$ cat src/design/dct_pkg.sv
// ---------------------------------------------------------------------------
// dct_pkg
// Shared constants, types and the cosine ROM of the 8x8 DCT block.
// ---------------------------------------------------------------------------
package dct_pkg;

    localparam int COEF_FRAC_BITS_DEF = 30;
    localparam int SAMPLE_BITS_DEF    = 16;
    localparam int DATA_W             = 16;
    localparam int ROM_FRAC_BITS      = 40;
    localparam int BLK_ITEMS          = 64;
    localparam int IDX_W              = 6;
    localparam int COS_ENTRIES        = 9;

    // 0.5*cos(k*pi/16), k = 0..8
    localparam logic [ROM_FRAC_BITS-1:0] COS_ROM [COS_ENTRIES] = '{
        40'd549755813888, 40'd539192410077, 40'd507908144330, 40'd457105253435,
        40'd388736063997, 40'd305427965626, 40'd210382441821, 40'd107252038762,
        40'd0
    };
    // sqrt(1/8)
    localparam logic [ROM_FRAC_BITS-1:0] DC_ROM = 40'd388736063997;

    typedef struct packed {
        logic inverse;
    } job_t;

    typedef struct packed {
        logic input_busy;
    } back_status_t;

    function automatic logic [ROM_FRAC_BITS:0] rom_round(
        input logic [ROM_FRAC_BITS-1:0] t,
        input int                       cfb
    );
        int                     sh;
        logic [ROM_FRAC_BITS:0] w;
        begin
            sh = ROM_FRAC_BITS - cfb;
            w  = {1'b0, t};
            if (sh > 0)
            begin
                w = (w + ((ROM_FRAC_BITS+1)'(1) << (sh - 1))) >> sh;
            end
            return w;
        end
    endfunction

endpackage

$ cat src/design/dct_jobq.sv
// ---------------------------------------------------------------------------
// dct_jobq
// Two-entry job queue between the loader and the transform engine.
// ---------------------------------------------------------------------------
module dct_jobq (
    input  logic          clk,
    input  logic          rst_n,
    input  logic          push,
    input  dct_pkg::job_t push_job,
    input  logic          pop,
    output dct_pkg::job_t pop_job,
    output logic          empty
);
    import dct_pkg::*;

    job_t       slot_reg [2];
    logic       wptr_reg;
    logic       rptr_reg;
    logic [1:0] count_reg;
    logic       do_push;
    logic       do_pop;

    assign empty   = (count_reg == 2'd0);
    assign do_push = push && (count_reg != 2'd2);
    assign do_pop  = pop && !empty;
    assign pop_job = slot_reg[rptr_reg];

    always_ff @(posedge clk)
    begin
        if (do_push)
        begin
            slot_reg[wptr_reg] <= push_job;
        end
    end

    always_ff @(posedge clk or negedge rst_n)
    begin
        if (!rst_n)
        begin
            wptr_reg  <= 1'b0;
            rptr_reg  <= 1'b0;
            count_reg <= 2'd0;
        end
        else
        begin
            if (do_push)
            begin
                wptr_reg <= ~wptr_reg;
            end
            if (do_pop)
            begin
                rptr_reg <= ~rptr_reg;
            end
            count_reg <= count_reg + 2'(do_push) - 2'(do_pop);
        end
    end

endmodule

$ cat config.mk
export PLATFORM = sky130hd
export DESIGN_NAME = dct_jobq
export DESIGN_NICKNAME = d
export VERILOG_FILES = /design/src/design/dct_pkg.sv /design/src/design/dct_jobq.sv
export SDC_FILE = /design/constraint.sdc
export NUM_CORES = 1
export LEC_CHECK = 0
export BUFFER_PORTS_ARGS = -buffer_cell sky130_fd_sc_hd__buf_2
export CAP_MARGIN = 30
export CORE_AREA = 2 2 39 41
export CTS_CLUSTER_DIAMETER = 80
export CTS_CLUSTER_SIZE = 16
export DETAILED_ROUTE_END_ITERATION = 12
export DIE_AREA = 0 0 41 43
export PLACE_DENSITY_LB_ADDON = 0.3
export SETUP_SLACK_MARGIN = 0.4
export SYNTH_ARGS = -nofsm -noshare
export SYNTH_HDL_FRONTEND = slang
export SYNTH_SLANG_ARGS = --single-unit
$ cat constraint.sdc
create_clock -name clk -period 2.1 [get_ports clk]
set_input_delay 0.21 -clock clk [delete_from_list [all_inputs] [get_ports clk]]
set_output_delay 0.21 -clock clk [all_outputs]
set_load 0.02 [all_outputs]
== Word level (Yosys, flattened, before mapping) ==
Memories as Yosys holds them, arrays and structs flattened.
Index checks and enable logic that the tools add are counted.
Storage, ports and cells
  bits in registers: 4
  memory bits (writable): 2
  input bits: 5
  output and inout port bits: 2
  memories kept: 1
Memories
  slot_reg: depth 2, width 1, rd ports 1, clocked after Yosys merged registers in 0, wr ports 1, line dct_jobq.sv:16  | job_t slot_reg [2];
Cells by class
  $add $sub $neg: 2
  equal/unequal tests: 1
  muxes and demuxes: 2
  bitwise gates (word level): 2
  reductions and logical operators: 4
Operators with widths (count)
  2-bit by 1-bit adder with 2-bit output: 1
  1-bit logical AND: 2
  2-bit logical NOT: 1
  1-bit two-way mux: 2
  2-bit != test (second input constant): 1
  1-bit inverter: 2
  2-bit by 1-bit subtractor with 2-bit output: 1
  1-bit logical NOT: 1

== Logic depth before layout (Yosys ltp) ==
  depth after elaboration: 4
  gate-level depth with buffers: 7

== Worst setup path after synthesis ==
OpenSTA, ideal clock, no wires.
  kind: reg2reg
  start point: register count_reg[0]
  end point: register count_reg[1]
  library setup time: 0.123 ns
  arrival time: 1.586 ns
  path slack: 0.392 ns
  cell stages (with the launch flop): 8
  buffers on the path: 0
  period minus slack after synthesis: 1.708 ns
  cells stage by stage: dfrtp_1 -> nor2_1 -> nor2b_2 -> ha_1 -> inv_1 -> ha_1 -> xnor2_1 -> xnor2_1
On the way
  longest elaborated chain between the ends: 4
RTL lines
  from (decl): line dct_jobq.sv:19  | logic [1:0] count_reg;
  from (signal assigned): line dct_jobq.sv:54  | count_reg <= count_reg + 2'(do_push) - 2'(do_pop);
  2-bit logical NOT: line dct_jobq.sv:23  | assign empty = (count_reg == 2'd0);
  via empty: line dct_jobq.sv:12  | output logic empty
  1-bit logical NOT: line dct_jobq.sv:25  | assign do_pop = pop && !empty;
  1-bit logical AND: line dct_jobq.sv:25
  via do_pop: line dct_jobq.sv:21  | logic do_pop;
  2-bit by 1-bit subtractor with 2-bit output: line dct_jobq.sv:54
The timed path passes the listed nets, and every way through them passes these cells.
A chain may end at the register's enable or synchronous reset.

== Worst setup path in the final report ==
  start point: register count_reg[1]
  end point: register count_reg[1]
On the way
  longest elaborated chain between the ends: 4
RTL lines (line)
  2-bit logical NOT: dct_jobq.sv:23
  1-bit logical NOT: dct_jobq.sv:25
  1-bit logical AND: dct_jobq.sv:25
  via do_pop: dct_jobq.sv:21
  2-bit by 1-bit subtractor with 2-bit output: dct_jobq.sv:54
The timed path passes the listed nets, and every way through them passes these cells.

==> results.json <==
{
  "final-hold-violation-count": 0,
  "grt_start_max_net_pins": 5,
  "synth.largest_area_cell": "dfrtp_1",
  "finalWorstSetupSlack_ns": 0.5343,
  "mappedNetlistArea_um2": 279.0,
  "r2r_start": "count_reg[1]",
  "irDropWorstVdd_mv": 0.5097,
  "overflow": 0,
  "critical_path_buf_inv_count": 1,
  "worst_path_dominant_cell_family": "adder cells",
  "max_clock_freq_ghz": 0.6387,
  "cpPeakStageDelay_ns": 0.41,
  "hp_class": "in2reg",
  "synthToLayoutAreaGrowth_pct": 31.84,
  "die-height_um": 43,
  "place.detailed.hpwl_um": 405.5,
  "yosysWarningCount": 0,
  "placement.io_buffers": 6,
  "critical_path.endpoint_type": "register",
  "final_period_minus_worst_setup_slack_ns": 1.566,
  "fraction_of_post_synthesis_cell_area_in_the_top_cell_type_by_area_pct": 35.87,
  "fill_cell_instance_count_of_the_final_layout": 149,
  "placeableCoreArea_um2": 1384,
  "via_per_inst": 3.792,
  "vias": 182,
  "post-cts-setup-buffers": 0,
  "finalSetupTns_ns": 0,
  "hold_path_end": "slot_reg[0]",
  "multiInputGateArea_um2": 110.1,
  "finish.cell_count_without_fillers": 48,
  "initial_utilization_pct": 20.16,
  "drt-wirelength-per-cell_um": 10.63,
  "grt_util_all_layers_pct": 8.215,
  "max-clock-path-buffers": 2,
  "status": "complete, no violations",
  "hold_path.startpoint": "push_job",
  "nNetsFinal": 40,
  "relSlewSlack_pct": 86.54,
  "cts-resized-gates": 0,
  "worstMarginPinSlew_ns": 0.2004,
  "timing.critical_path.depth": 7,
  "worst_setup_slack_for_register_to_register_paths_ns": 0.53,
  "clock_insertion_delay_worst_skew_ns": 0.25,
  "final-setup-viol-count": 0,
  "number_of_buffers_added_by_the_clock_tree_synthesis_step": 3,
  "antennaDiodeCount": 0,
  "crit_required_ns": 2.27,
  "final_max_slew_viol_count": 0,
  "layout.area.seq_um2": 160.2,
  "cp.arrival_ns": 1.73,
  "commonest_cells_after_routing_fill_and_taps_aside": "6 x buf_2, 4 x dfrtp_1, 3 x inv_1, 3 x xnor2_1, 3 x clkbuf_4",
  "post_synth_inst_count": 21,
  "synth-seq-area-share_pct": 57.40,
  "postSynthRegisterBits": 6,
  "worst_path_max_delay_cell": "dfrtp_1",
  "via_count_of_the_first_global_routing_pass": 227,
  "whs_path_depth": 1,
  "detailedPlace.worstSlack_ns": 0.5292,
  "io_pins": 7,
  "syn_area_per_cell_um2": 13.29,
  "number_of_levels_the_h_tree_was_split_into": 1,
  "tritoncts_num_sinks": 6,
  "gp_routability_congestion": 0.5953,
  "critical_path_class": "reg2reg",
  "drt.antenna.violating_nets": 0,
  "cts_tree": "yes",
  "chipWidth_um": 41,
  "syn_nets": 28,
  "worst_clock_skew_ns": 0.006183,
  "synth.top_cells.by_area": "dfrtp_1 36%, edfxtp_1 22%, xnor2_1 9.4%, ha_1 9.0%, o21ai_4 5.8%",
  "post-route-period-util_pct": 74.56,
  "leakage_nw": 0.1677,
  "drt_first_pass_iters": 2,
  "drt_first_iter_violations": 2,
  "yosysUniqueCellTypes": 10,
  "final_layout_size_suffix_gt1_share_pct": 40.63,
  "postCtsHoldBufs": 1,
  "die-area_um2": 1763,
  "rsz0062_at_grt": "false",
  "layout.cell_area.non_filler_um2": 367.9,
  "endpoint_of_the_worst_register_to_register_path": "count_reg[1]",
  "timing.critical_path.fanout_max": 3,
  "power.density_cell_area_nw_per_um2": 1521,
  "route.detailed.drc": 0,
  "wl_um": 510,
  "cap_violations": 0,
  "timing.reg2reg.worst_path_depth": 7,
  "layout_commonest_cell": "buf_2",
  "clockRootBuffer": "clkbuf_4",
  "rows": 14,
  "worstPathCellList": "nor2_2, nor2b_2, ha_1, inv_1, ha_1, xnor2_1, xnor2_1",
  "startpoint_type": "register",
  "cts.clk_slew.worst_paths_ns": 0.05,
  "dpl_cell_area_um2": 331.6,
  "grt_first_pass_wirelength_um": 855,
  "cell_count_post_placement": 43,
  "grt_antenna_before_repair": 0
}
routing by layer:
layer	vias up	wire length, um	global-route usage [%]	part of all wire [%]
met3	2	57	7.330	11
met4	0	13	8.667	2.5
met2	10	254	10.63	50
met1	82	184	6.645	36
met5	-	0	0	0
li1	88	-	-	-
per-stage QoR:
stage | hold WS (ns) | power [mW] | utilization, %
3_3_place_gp | 0.01633 | 0.4170 | 23.96
6_report | 0.1533 | 0.5596 | 26.58
4_1_cts | 0.1475 | 0.5704 | 26.58
2_1_floorplan | -0.08559 | 0.3836 | -
3_5_place_dp | 0.02030 | 0.4442 | 23.96
5_1_grt | 0.1489 | 0.6036 | 26.58
where the power goes:
part | total (mW) | internal [mW] | switching (mW)
Sequential | 0.222 | 0.176 | 0.0461
Combinational | 0.218 | 0.104 | 0.114
Clock | 0.119 | 0.0723 | 0.0470
Total | 0.560 | 0.352 | 0.207
worst register-to-register path, delay by kind of cell (launching register included):
kind | cells | cell delay [ns]
fa+ha+maj | 2 | 0.46
xor+xnor | 2 | 0.35
buf+inv | 1 | 0.04
flops | 1 | 0.41
simple gates | 2 | 0.23
kinds of logic (layout without fill, tap and decap cells):
logic type,Yosys count,after routing,share of synthesized area [%]
flip-flops,6,6,57.40
XOR/XNOR,4,4,12.56
AND/OR/NAND/NOR,4,4,7.175
buffers and inverters,3,14,4.036
adder cells (fa/ha/maj),2,2,8.967
AO/OA/AOI/OAI,1,1,5.831
multiplexers,1,1,4.036
how the worst max path moves through the flow:
stage	endpoint	startpoint	slack [ns]
floorplan	count_reg[1]	count_reg[0]	0.51
finish	count_reg[1]	count_reg[1]	0.53
detailed placement	count_reg[1]	count_reg[1]	0.53
global route	count_reg[1]	count_reg[1]	0.46
global placement	count_reg[1]	count_reg[1]	0.67
CTS	count_reg[1]	count_reg[1]	0.51
cell usage after synthesis:
master,instances
xor2_1,1
dfrtp_1,4
xnor2_1,3
o21ai_4,1
ha_1,2
edfxtp_1,2
mux2_2,1
nor2_1,3
inv_1,3
nor2b_2,1
layout make-up:
| cell class | instances | area share [%] |
|---|---|---|
| Tap cell | 16 | 5.442 |
| Inverter | 3 | 3.061 |
| Sequential cell | 6 | 43.54 |
| Clock buffer | 4 | 7.143 |
| Multi-Input combinational cell | 12 | 29.93 |
| Timing Repair Buffer | 7 | 10.88 |
Note: power is estimated with default switching activity, not from simulation.
