### src/design/dct_pkg.sv
// ---------------------------------------------------------------------------
// dct_pkg
// Shared constants, types and the cosine ROM of the 8x8 DCT block.
// ---------------------------------------------------------------------------
package dct_pkg;

    localparam int COEF_FRAC_BITS_DEF = 30;
    localparam int SAMPLE_BITS_DEF    = 16;
    localparam int DATA_W             = 16;
    localparam int ROM_FRAC_BITS      = 40;
    localparam int BLK_ITEMS          = 64;
    localparam int IDX_W              = 6;
    localparam int COS_ENTRIES        = 9;

    // 0.5*cos(k*pi/16), k = 0..8
    localparam logic [ROM_FRAC_BITS-1:0] COS_ROM [COS_ENTRIES] = '{
        40'd549755813888, 40'd539192410077, 40'd507908144330, 40'd457105253435,
        40'd388736063997, 40'd305427965626, 40'd210382441821, 40'd107252038762,
        40'd0
    };
    // sqrt(1/8)
    localparam logic [ROM_FRAC_BITS-1:0] DC_ROM = 40'd388736063997;

    typedef struct packed {
        logic inverse;
    } job_t;

    typedef struct packed {
        logic input_busy;
    } back_status_t;

    function automatic logic [ROM_FRAC_BITS:0] rom_round(
        input logic [ROM_FRAC_BITS-1:0] t,
        input int                       cfb
    );
        int                     sh;
        logic [ROM_FRAC_BITS:0] w;
        begin
            sh = ROM_FRAC_BITS - cfb;
            w  = {1'b0, t};
            if (sh > 0)
            begin
                w = (w + ((ROM_FRAC_BITS+1)'(1) << (sh - 1))) >> sh;
            end
            return w;
        end
    endfunction

endpackage

### src/design/dct_front.sv
// ---------------------------------------------------------------------------
// dct_front
// Sample loader: counts items into the input store and queues a job per block.
// ---------------------------------------------------------------------------
module dct_front #(
    parameter int SAMPLE_BITS = dct_pkg::SAMPLE_BITS_DEF
) (
    input  logic                        clk,
    input  logic                        rst_n,
    input  logic                        in_valid,
    output logic                        in_ready,
    input  logic [dct_pkg::DATA_W-1:0]  sample_value,
    input  logic                        cfg_write_en,
    input  logic                        cfg_write_data,
    input  logic                        q_empty,
    input  dct_pkg::back_status_t       status,
    output logic                        ram_we,
    output logic [dct_pkg::IDX_W-1:0]   ram_waddr,
    output logic [SAMPLE_BITS-1:0]      ram_wdata,
    output logic                        push,
    output dct_pkg::job_t               push_job
);
    import dct_pkg::*;

    logic [IDX_W-1:0] load_cnt_reg;
    logic             mode_reg;
    logic             accept;

    assign in_ready  = q_empty && !status.input_busy;
    assign accept    = in_valid && in_ready;
    assign ram_we    = accept;
    assign ram_waddr = load_cnt_reg;
    assign ram_wdata = sample_value[SAMPLE_BITS-1:0];
    assign push      = accept && (load_cnt_reg == IDX_W'(BLK_ITEMS - 1));
    assign push_job.inverse = mode_reg;

    always_ff @(posedge clk or negedge rst_n)
    begin
        if (!rst_n)
        begin
            load_cnt_reg <= '0;
            mode_reg     <= 1'b0;
        end
        else
        begin
            if (cfg_write_en)
            begin
                mode_reg <= cfg_write_data;
            end
            if (accept)
            begin
                load_cnt_reg <= load_cnt_reg + IDX_W'(1);
            end
        end
    end

endmodule

### config.mk
export PLATFORM = sky130hd
export DESIGN_NAME = dct_front
export DESIGN_NICKNAME = d
export VERILOG_FILES = /design/src/design/dct_pkg.sv /design/src/design/dct_front.sv
export SDC_FILE = /design/constraint.sdc
export NUM_CORES = 1
export LEC_CHECK = 0
export BUFFER_PORTS_ARGS = -buffer_cell sky130_fd_sc_hd__buf_2
export CORE_MARGIN = 5
export CORE_UTILIZATION = 34
export CTS_BUF_LIST = sky130_fd_sc_hd__clkbuf_4 sky130_fd_sc_hd__clkbuf_8
export CTS_CLUSTER_SIZE = 16
export DETAILED_ROUTE_END_ITERATION = 6
export PLACE_DENSITY = 0.79
export SLEW_MARGIN = 20
export SYNTH_ARGS = -nofsm -noshare
export SYNTH_HDL_FRONTEND = slang
export SYNTH_SLANG_ARGS = --single-unit
### constraint.sdc
create_clock -name clk -period 1.2 [get_ports clk]
set_input_delay 0.18 -clock clk [delete_from_list [all_inputs] [get_ports clk]]
set_output_delay 0.18 -clock clk [all_outputs]
set_load 0.01 [all_outputs]
# Yosys cells after proc, flatten, opt, wreduce, memory -nomap -nowiden
# Index checks and enable logic that the tools add are counted.
[op_classes] add_sub_neg=1 n_eq_ne=1 n_reduce_logical=4
[ops] op="$add A6 B1 Y6 const B" n=1
[ops] op="$eq A6 B6 Y1 const B" n=1
[ops] op="$logic_and A1 B1 Y1" n=3
[ops] op="$logic_not A1 Y1" n=1
[word_totals] regBits=7 inputBits=23 out_inout_bits=26 word_cells=8

# Logic depth before layout (Yosys ltp)
# Gate-level depths: netlist of the first run.
[logic_depth] depth_word=4 ltp_mapped=4

# Worst setup path before layout of the first run
# Ideal clock, no wire load.
[synth_path] path_kind="reg2reg" start="register load_cnt_reg[0], in the netlist ram_waddr[0]" end="register load_cnt_reg[1], in the netlist ram_waddr[1]" setup_time_ns=0.125 t_arrival_ns=0.975 slack_ns=0.100 stages_incl_launch_ff=3 synth_period_minus_slack_ns=1.100 path_cell_list="dfrtp_1 > ha_1 > mux2_4"
[synth_via] elab_chain_len=1
[synth_lines] element="from (decl)" line_no="dct_front.sv:25" rtl="logic [IDX_W-1:0] load_cnt_reg;"
[synth_lines] element="from (signal assigned)" line_no="dct_front.sv:52" rtl="load_cnt_reg <= load_cnt_reg + IDX_W'(1);"
[synth_lines] element="$add A6 B1 Y6" line_no="dct_front.sv:52"
# No other way between the ends.
# A chain may end at the register's enable or synchronous reset.

# Worst setup path after layout of the first run
[layout_path] start="register load_cnt_reg[1], in the netlist ram_waddr[1]" end="output port push"
[layout_via] elab_chain_len=2
[layout_lines] element="$eq A6 B6 Y1" line_no="dct_front.sv:34" rtl="assign push = accept && (load_cnt_reg == IDX_W'(BLK_ITEMS - 1));"
[layout_lines] element="$logic_and A1 B1 Y1" line_no="dct_front.sv:34"
[layout_lines] element="to (decl)" line_no="dct_front.sv:20" rtl="output logic push,"
# No other way between the ends.

==> impl_metrics.csv, run 1 <==
group,metric,value,unit
status,status,"complete, but fails checks",
status,violations,"setup timing",
setup_path,crit_fanout,2,
drt,wl,829,microns
drt,ant_nets,0,
place,placed_area,428,sq um
setup_path,start_kind,"flop",
floorplan,die_w,46.2,microns
sta,fin_skew,0.00134,ns
sta,rsz0062_at_grt,"yes",
sta,tightest_slew,0.199,ns
sta,setup_viol,1,
power,p_int,0.661,mW
finish,seqCellArea,175,sq um
sta,finalMaxSlewViolations,0,
clock_tree,clock_path_buffers,2,
drt,drc_errors,0,
sta,fin_ws,-0.0506,ns
clock_tree,cts_buffers,3,
floorplan,die_h,46.2,microns
clock_tree,htreeDepth,1,
setup_path,crit_arrival,1.07,ns
sta,holdWs,0.159,ns
sta,tns,-0.0506,ns
power,vdd_drop_max,0.00151,V
synth,syn_nets,65,
drt,dr.pass1.iters,4,
power,power.leakage,0.250,nW
power,p_clk_share,24.1,%
sta,min_period,1.25,ns
finish,fin_cells,63,
place,gp_congestion,0.757,
drt,drt-vias-per-instance,4.60,
global_route,gr-total-overflow,0,
finish,final_util,37.9,%
hold_path,worstHoldPathCells,2,
finish,antennaDiodeCount,0,
floorplan,rows,13,
global_route,grt_pass1_vias,307,
setup_path,required,1.02,ns
sta,clock.fmax,800,MHz
clock_tree,clk_latency,0.25,ns
synth,synth-warning-count,0,
finish,final_common_cell,"buf_2",
place,dp_slack,0.0918,ns
synth,avgSynthCellArea,10.9,sq um
finish,num-nets-final,73,
global_route,grt_usage,9.69,%
global_route,grt_max_degree,8,
power,combinationalPowerShare,36.1,%
setup_path,ff2ff_path_depth,2,
power,power,1.00,mW
finish,final_cell_mix,"16 x buf_2, 7 x dfrtp_1, 4 x nand4_1, 4 x xnor2_1, 4 x clkbuf_4",
job,maxCapViolations,0,
finish,multi_input_area,144,sq um
synth,synth_top_area_share,39.3,%
clock_tree,cts.clk_slew.worst_paths,0.05,ns
clock_tree,cts_tree,"built",
synth,synth_largest_area_cell,"dfrtp_1",
synth,syn_area,445,sq um
hold_path,hp-class,"input port to flop",
drt,post_drt_wl_per_cell,13.2,microns
floorplan,core-area,0.00127,sq mm
sta,period_share,104,%
floorplan,start_util,35.1,%
synth,ys_types,14,
clock_tree,cts-root-buf,"clkbuf_4",
power,netSwitchingFraction,34.0,%
place,dp.cells,57,
synth,ys_seq_elements,7,
global_route,antenna_found_initial,0,
drt,drtIter0Drc,3,
power,pwr-share-seq,39.9,%
setup_path,crit_type,"flop to output pin",
clock_tree,cts.sinks,7,
finish,n_fill_cell,129,
floorplan,dieArea,0.00213,sq mm
setup_path,end_kind,"output pin",
sta,relSlewSlack,86.7,%
finish,areaGrowthSynthToFinish,7.87,%
floorplan,pin_count,49,
drt,via_count,290,
global_route,grt_pass1_wl,1370,microns
finish,drive_gt1_share,58.3,%
synth,synth_cells,41,
sta,finalHoldViolations,0,
synth,synth.area.top_cells,"dfrtp_1 39%, buf_4 27%, xnor2_1 7.9%",
finish,design_area,480,sq um
power,powerDensity,2080,mW/mm^2
place,io_buffer_count,16,
synth,synth.yosys.seq_area_share,39.3,%
power,p_switching,0.341,mW
## sequential cells by signal, indices dropped and copies added (netlist names)
signal     cells
push_job       1
ram_waddr      6
## cells in the mapped netlist
master / n
buf_6: 1
nor2_1: 1
ha_1: 1
mux2_2: 1
dfrtp_1: 7
xnor2_1: 4
and2b_2: 1
and3b_1: 1
xor2_1: 1
nand4_1: 4
and3_1: 1
nand2_1: 1
buf_4: 16
mux2_4: 1
## layer usage
metal	global-route usage, %	up-vias	wire [microns]
met5	0	-	0
met3	8.98	4	154
li1	-	134	-
met2	13.5	23	340
met1	10.0	129	321
met4	3.98	0	13
## worst paths after layout
check | start | to | slack (ns)
hold / removal | cfg_write_data | push_job$_DFFE_PN0P_ | 0.16
hold reg to reg | ram_waddr[5]$_DFFE_PN0P_ | ram_waddr[5]$_DFFE_PN0P_ | 0.49
setup / recovery | ram_waddr[1]$_DFFE_PN0P_ | push | -0.05
setup reg to reg | ram_waddr[0]$_DFFE_PN0P_ | ram_waddr[1]$_DFFE_PN0P_ | 0.18
max in group asynchronous | rst_n | ram_waddr[0]$_DFFE_PN0P_ | 0.77
min in group asynchronous | rst_n | ram_waddr[5]$_DFFE_PN0P_ | 0.28
## power groups by stage
stage	clock, mW	combinational (mW)	sequential, mW
2_1_floorplan	0	0.173	0.445
3_5_place_dp	0	0.314	0.416
6_report	0.241	0.361	0.399
3_3_place_gp	0	0.304	0.409
5_1_grt	0.269	0.422	0.412
4_1_cts	0.248	0.368	0.401
## critical path, cell delays in order, from the launching register on
cell and delay, ns:
dfrtp_1 0.36, ha_2 0.19, nand2_2 0.06, nor2_1 0.08, buf_2 0.13
## kinds of logic after synthesis
group / share of synthesized area [%]
mux: 5.90
buf+inv: 29.5
simple gates: 12.6
flops: 39.3
xor+xnor: 9.83
fa+ha+maj: 2.81
## layout make-up
type	count	area share, %
clock buffers	4	6.25
flip-flops and latches	7	36.5
well taps	15	3.91
repair buffers	20	23.4
multi-input cells	17	29.9
## repair_timing
item / 4_1_cts / 5_1_grt
endpoints found under the hold margin: 7 / 0
hold buffers: 1 / 0
buffers inserted: 1 / 0
pin swaps: 2 / 1
resized for setup: 2 / 0
setup endpoints to repair: 1 / 1
Note: power is estimated with default switching activity, not from simulation.
==> run 2: changes to the inputs <==
--- a/config.mk
+++ b/config.mk
@@ -6,8 +6,11 @@
 export NUM_CORES = 1
 export LEC_CHECK = 0
 export BUFFER_PORTS_ARGS = -buffer_cell sky130_fd_sc_hd__buf_2
+export CELL_PAD_IN_SITES_DETAIL_PLACEMENT = 2
+export CELL_PAD_IN_SITES_GLOBAL_PLACEMENT = 2
+export CORE_ASPECT_RATIO = 0.5
 export CORE_MARGIN = 5
-export CORE_UTILIZATION = 34
+export CORE_UTILIZATION = 17
 export CTS_BUF_LIST = sky130_fd_sc_hd__clkbuf_4 sky130_fd_sc_hd__clkbuf_8
 export CTS_CLUSTER_SIZE = 16
 export DETAILED_ROUTE_END_ITERATION = 6
==> impl_metrics.csv, run 2 (synthesis results as in run 1) <==
group,metric,value,unit
drt,drt-vias-per-instance,3.50,
floorplan,start_util,17.4,%
setup_path,crit_arrival,1.07,ns
drt,wl,1110,microns
sta,fin_ws,-0.0501,ns
setup_path,start_kind,"flop",
finish,n_fill_cell,303,
finish,largest_reg_flops,6,
finish,num-nets-final,76,
drt,dr.pass1.iters,4,
floorplan,die_w,82.4,microns
global_route,grt_pass1_vias,374,
clock_tree,cts_buffers,3,
place,placed_area,455,sq um
global_route,grt_usage,6.57,%
setup_path,required,1.02,ns
setup_path,crit_type,"flop to output pin",
status,status,"complete, but fails checks",
sta,relSlewSlack,87.6,%
clock_tree,htreeDepth,1,
sta,rsz0062_at_grt,"yes",
power,power.leakage,0.268,nW
sta,finalMaxSlewViolations,0,
finish,fin_cells,88,
finish,design_area,552,sq um
floorplan,pin_count,49,
job,maxCapViolations,0,
global_route,grt_max_degree,8,
finish,antennaDiodeCount,0,
global_route,gr-total-overflow,0,
floorplan,core-area,0.00255,sq mm
sta,min_period,1.25,ns
clock_tree,cts_tree,"built",
finish,seqCellArea,178,sq um
clock_tree,clock_path_buffers,2,
place,dp.cells,79,
sta,setup_viol,1,
place,gp_congestion,0.754,
clock_tree,cts.sinks,7,
sta,fin_skew,0.000256,ns
drt,drtIter0Drc,4,
finish,final_common_cell,"buf_2",
setup_path,end_kind,"output pin",
sta,finalHoldViolations,0,
floorplan,dieArea,0.00381,sq mm
finish,final_cell_mix,"16 x buf_2, 6 x buf_4, 5 x dfrtp_1, 4 x nand4_1, 4 x xnor2_1",
floorplan,die_h,46.2,microns
global_route,antenna_found_initial,0,
power,power,1.18,mW
clock_tree,clk_latency,0.23,ns
drt,post_drt_wl_per_cell,12.6,microns
sta,tightest_slew,0.186,ns
finish,multi_input_area,146,sq um
power,vdd_drop_max,0.000414,V
hold_path,hp-class,"input port to flop",
drt,ant_nets,0,
sta,clock.fmax,800,MHz
status,violations,"setup timing",
finish,drive_gt1_share,66.7,%
drt,drc_errors,0,
clock_tree,cts-root-buf,"clkbuf_8",
global_route,grt_pass1_wl,1730,microns
finish,areaGrowthSynthToFinish,23.9,%
floorplan,rows,13,
clock_tree,cts.clk_slew.worst_paths,0.04,ns
sta,period_share,104,%
setup_path,crit_fanout,2,
drt,via_count,308,
place,io_buffer_count,16,
power,powerDensity,2150,mW/mm^2
run 2: final cells by class:
| type | instances | area share (%) |
|---|---|---|
| clock buffer | 3 | 7.48 |
| clock inverter | 1 | 0.907 |
| multi-input combinational | 17 | 26.5 |
| sequential | 7 | 32.2 |
| tap | 37 | 8.39 |
| timing repair buffer | 23 | 24.5 |
run 2: routing by layer:
layer | share of wire, % | track usage [%] | up-vias
met1 | 36 | 5.67 | 158
met3 | 4.5 | 2.34 | 4
li1 | - | - | 140
met4 | 0.72 | 5.96 | 0
met5 | 0 | 0 | -
met2 | 58 | 12.3 | 6
run 2: worst paths after layout:
check                                      endpoint                startpoint  slack [ns]  cells after the start
hold / removal                 push_job$_DFFE_PN0P_            cfg_write_data        0.20                      2
hold reg to reg            ram_waddr[5]$_DFFE_PN0P_  ram_waddr[5]$_DFFE_PN0P_        0.50                      1
min in group asynchronous  ram_waddr[5]$_DFFE_PN0P_                     rst_n        0.33                      2
max in group asynchronous  ram_waddr[3]$_DFFE_PN0P_                     rst_n        0.69                      2
setup reg to reg           ram_waddr[5]$_DFFE_PN0P_  ram_waddr[1]$_DFFE_PN0P_        0.16                      4
setup / recovery                               push  ram_waddr[1]$_DFFE_PN0P_       -0.05                      4
run 2: critical path: stages, from the launching register on:
cell and delay [ns]:
dfrtp_1 0.35, ha_2 0.20, nand2_2 0.07, nor2_2 0.09, buf_2 0.13
run 2: power by group:
group          internal, mW  switching, mW  leakage (nW)
Sequential            0.322          0.100        0.0855
Combinational         0.242          0.186         0.157
Clock                 0.225          0.110        0.0255
run 2: through the flow:
stage / TNS [ns] / worst slack [ns] / hold WS, ns / util (%)
floorplan: 0 / 0.100 / -0.116 / -
global placement: 0 / 0.0889 / 0.0216 / 17.8
detailed placement: 0 / 0.0791 / 0.0263 / 17.8
CTS: -0.0326 / -0.0326 / 0.195 / 21.2
global route: -0.113 / -0.113 / 0.200 / 21.6
finish: -0.0501 / -0.0501 / 0.197 / 21.6
run 2: repair_timing:
action	CTS	global route
hold endpoints to repair	7	0
setup endpoints to repair	1	1
setup buffers	3	1
gates resized for setup	3	2
pin swaps	2	0
hold buffers	1	0
==> run 3: changes to the inputs <==
--- a/config.mk
+++ b/config.mk
@@ -5,10 +5,10 @@
 export SDC_FILE = /design/constraint.sdc
 export NUM_CORES = 1
 export LEC_CHECK = 0
-export BUFFER_PORTS_ARGS = -buffer_cell sky130_fd_sc_hd__buf_2
+export BUFFER_PORTS_ARGS = -buffer_cell sky130_fd_sc_hd__buf_4
 export CELL_PAD_IN_SITES_DETAIL_PLACEMENT = 2
 export CELL_PAD_IN_SITES_GLOBAL_PLACEMENT = 2
-export CORE_ASPECT_RATIO = 0.5
+export CORE_ASPECT_RATIO = 1.75
 export CORE_MARGIN = 5
 export CORE_UTILIZATION = 17
 export CTS_BUF_LIST = sky130_fd_sc_hd__clkbuf_4 sky130_fd_sc_hd__clkbuf_8
==> impl_metrics.csv, run 3 (synthesis results as in run 1) <==
group,metric,value,unit
drt,ant_nets,0,
setup_path,start_kind,"flop",
hold_path,hp-class,"input port to flop",
sta,tightest_slew,0.253,ns
sta,finalMaxSlewViolations,0,
setup_path,crit_arrival,1.06,ns
drt,post_drt_wl_per_cell,13.6,microns
floorplan,die_w,48.7,microns
clock_tree,cts_buffers,3,
place,gp_congestion,0.663,
clock_tree,htreeDepth,1,
global_route,grt_usage,5.81,%
finish,areaGrowthSynthToFinish,32.6,%
finish,fin_cells,78,
job,maxCapViolations,0,
clock_tree,cts.sinks,7,
drt,wl,1060,microns
power,vdd_drop_max,0.000546,V
finish,final_util,23.7,%
sta,period_share,103,%
floorplan,start_util,17.9,%
finish,seqCellArea,176,sq um
floorplan,dieArea,0.00378,sq mm
finish,largest_reg_flops,6,
clock_tree,clk_latency,0.22,ns
drt,drtIter0Drc,5,
place,dp.cells,69,
finish,antennaDiodeCount,0,
sta,fin_skew,0.00312,ns
place,io_buffer_count,16,
sta,finalHoldViolations,0,
sta,fin_ws,-0.0364,ns
status,violations,"setup timing",
sta,rsz0062_at_grt,"yes",
sta,holdWs,0.189,ns
clock_tree,clock_path_buffers,2,
global_route,antenna_found_initial,0,
clock_tree,cts-root-buf,"clkbuf_8",
power,powerDensity,2070,mW/mm^2
global_route,grt_pass1_vias,395,
finish,num-nets-final,77,
global_route,grt_pass1_wl,1700,microns
sta,min_period,1.24,ns
drt,drc_errors,0,
drt,dr.pass1.iters,4,
clock_tree,cts_tree,"built",
drt,via_count,313,
sta,tns,-0.0364,ns
clock_tree,cts.clk_slew.worst_paths,0.04,ns
setup_path,end_kind,"output pin",
finish,multi_input_area,146,sq um
global_route,grt_max_degree,8,
setup_path,crit_fanout,2,
global_route,gr-total-overflow,0,
finish,final_cell_mix,"22 x buf_4, 6 x dfrtp_1, 4 x nand4_1, 4 x xnor2_1, 3 x clkbuf_8",
status,status,"complete, but fails checks",
finish,final_common_cell,"buf_4",
floorplan,rows,24,
setup_path,required,1.02,ns
power,power.leakage,0.285,nW
finish,drive_gt1_share,65.4,%
floorplan,pin_count,49,
place,dp_slack,0.0620,ns
finish,n_fill_cell,292,
floorplan,die_h,77.7,microns
sta,relSlewSlack,83.2,%
floorplan,core-area,0.00249,sq mm
sta,setup_viol,1,
drt,drt-vias-per-instance,4.01,
sta,clock.fmax,809,MHz
setup_path,crit_type,"flop to output pin",
-- run 3: changes by cell type in the layout (fill, tap and decap cells not counted), sizes merged --
cell	previous run	this run
buf	22	23
clkbuf	3	4
clkinv	1	0
-- run 3: report_power, final --
part           internal, mW  total, mW  switching [mW]
logic                 0.282      0.461           0.178
registers             0.319      0.413          0.0937
clock network         0.252      0.352          0.0996
-- run 3: layout make-up --
cell class / instances / share of cell area, %
Timing Repair Buffer: 24 / 31.6
Sequential cell: 7 / 29.9
Multi-Input combinational cell: 17 / 24.8
Clock buffer: 4 / 8.26
Tap cell: 26 / 5.51
-- run 3: final timing paths --
kind / start / end / slack, ns / depth (start not counted)
setup / recovery: ram_waddr[0]$_DFFE_PN0P_ / push / -0.04 / 4
min in group asynchronous: rst_n / ram_waddr[5]$_DFFE_PN0P_ / 0.30 / 2
hold / removal: cfg_write_data / push_job$_DFFE_PN0P_ / 0.19 / 2
max in group asynchronous: rst_n / ram_waddr[2]$_DFFE_PN0P_ / 0.76 / 2
hold reg to reg: push_job$_DFFE_PN0P_ / push_job$_DFFE_PN0P_ / 0.51 / 1
setup reg to reg: ram_waddr[0]$_DFFE_PN0P_ / ram_waddr[2]$_DFFE_PN0P_ / 0.09 / 5
-- run 3: critical path: stages, from the launching register on --
cell and delay, ns:
dfrtp_1 0.39, ha_2 0.20, nand2_2 0.07, nor2_2 0.03, buf_4 0.13
-- run 3: layer usage --
layer  GRT usage (%)  share of wire (%)
met5               0                  0
met4            4.85                  0
met3            3.64                 13
met2            8.12                 48
met1            5.99                 39
-- run 3: per-stage QoR --
stage	power [mW]	instance area, sq um
6_report	1.23	591
3_5_place_dp	0.797	489
3_3_place_gp	0.769	489
4_1_cts	1.21	577
2_1_floorplan	0.619	445
5_1_grt	1.32	591
-- run 3: what timing repair did --
action	4_1_cts	5_1_grt
hold buffers	1	0
buffers inserted	3	1
endpoints found under the setup margin	1	1
endpoints found under the hold margin	7	0
gates resized for setup	3	2
pin swaps	2	1
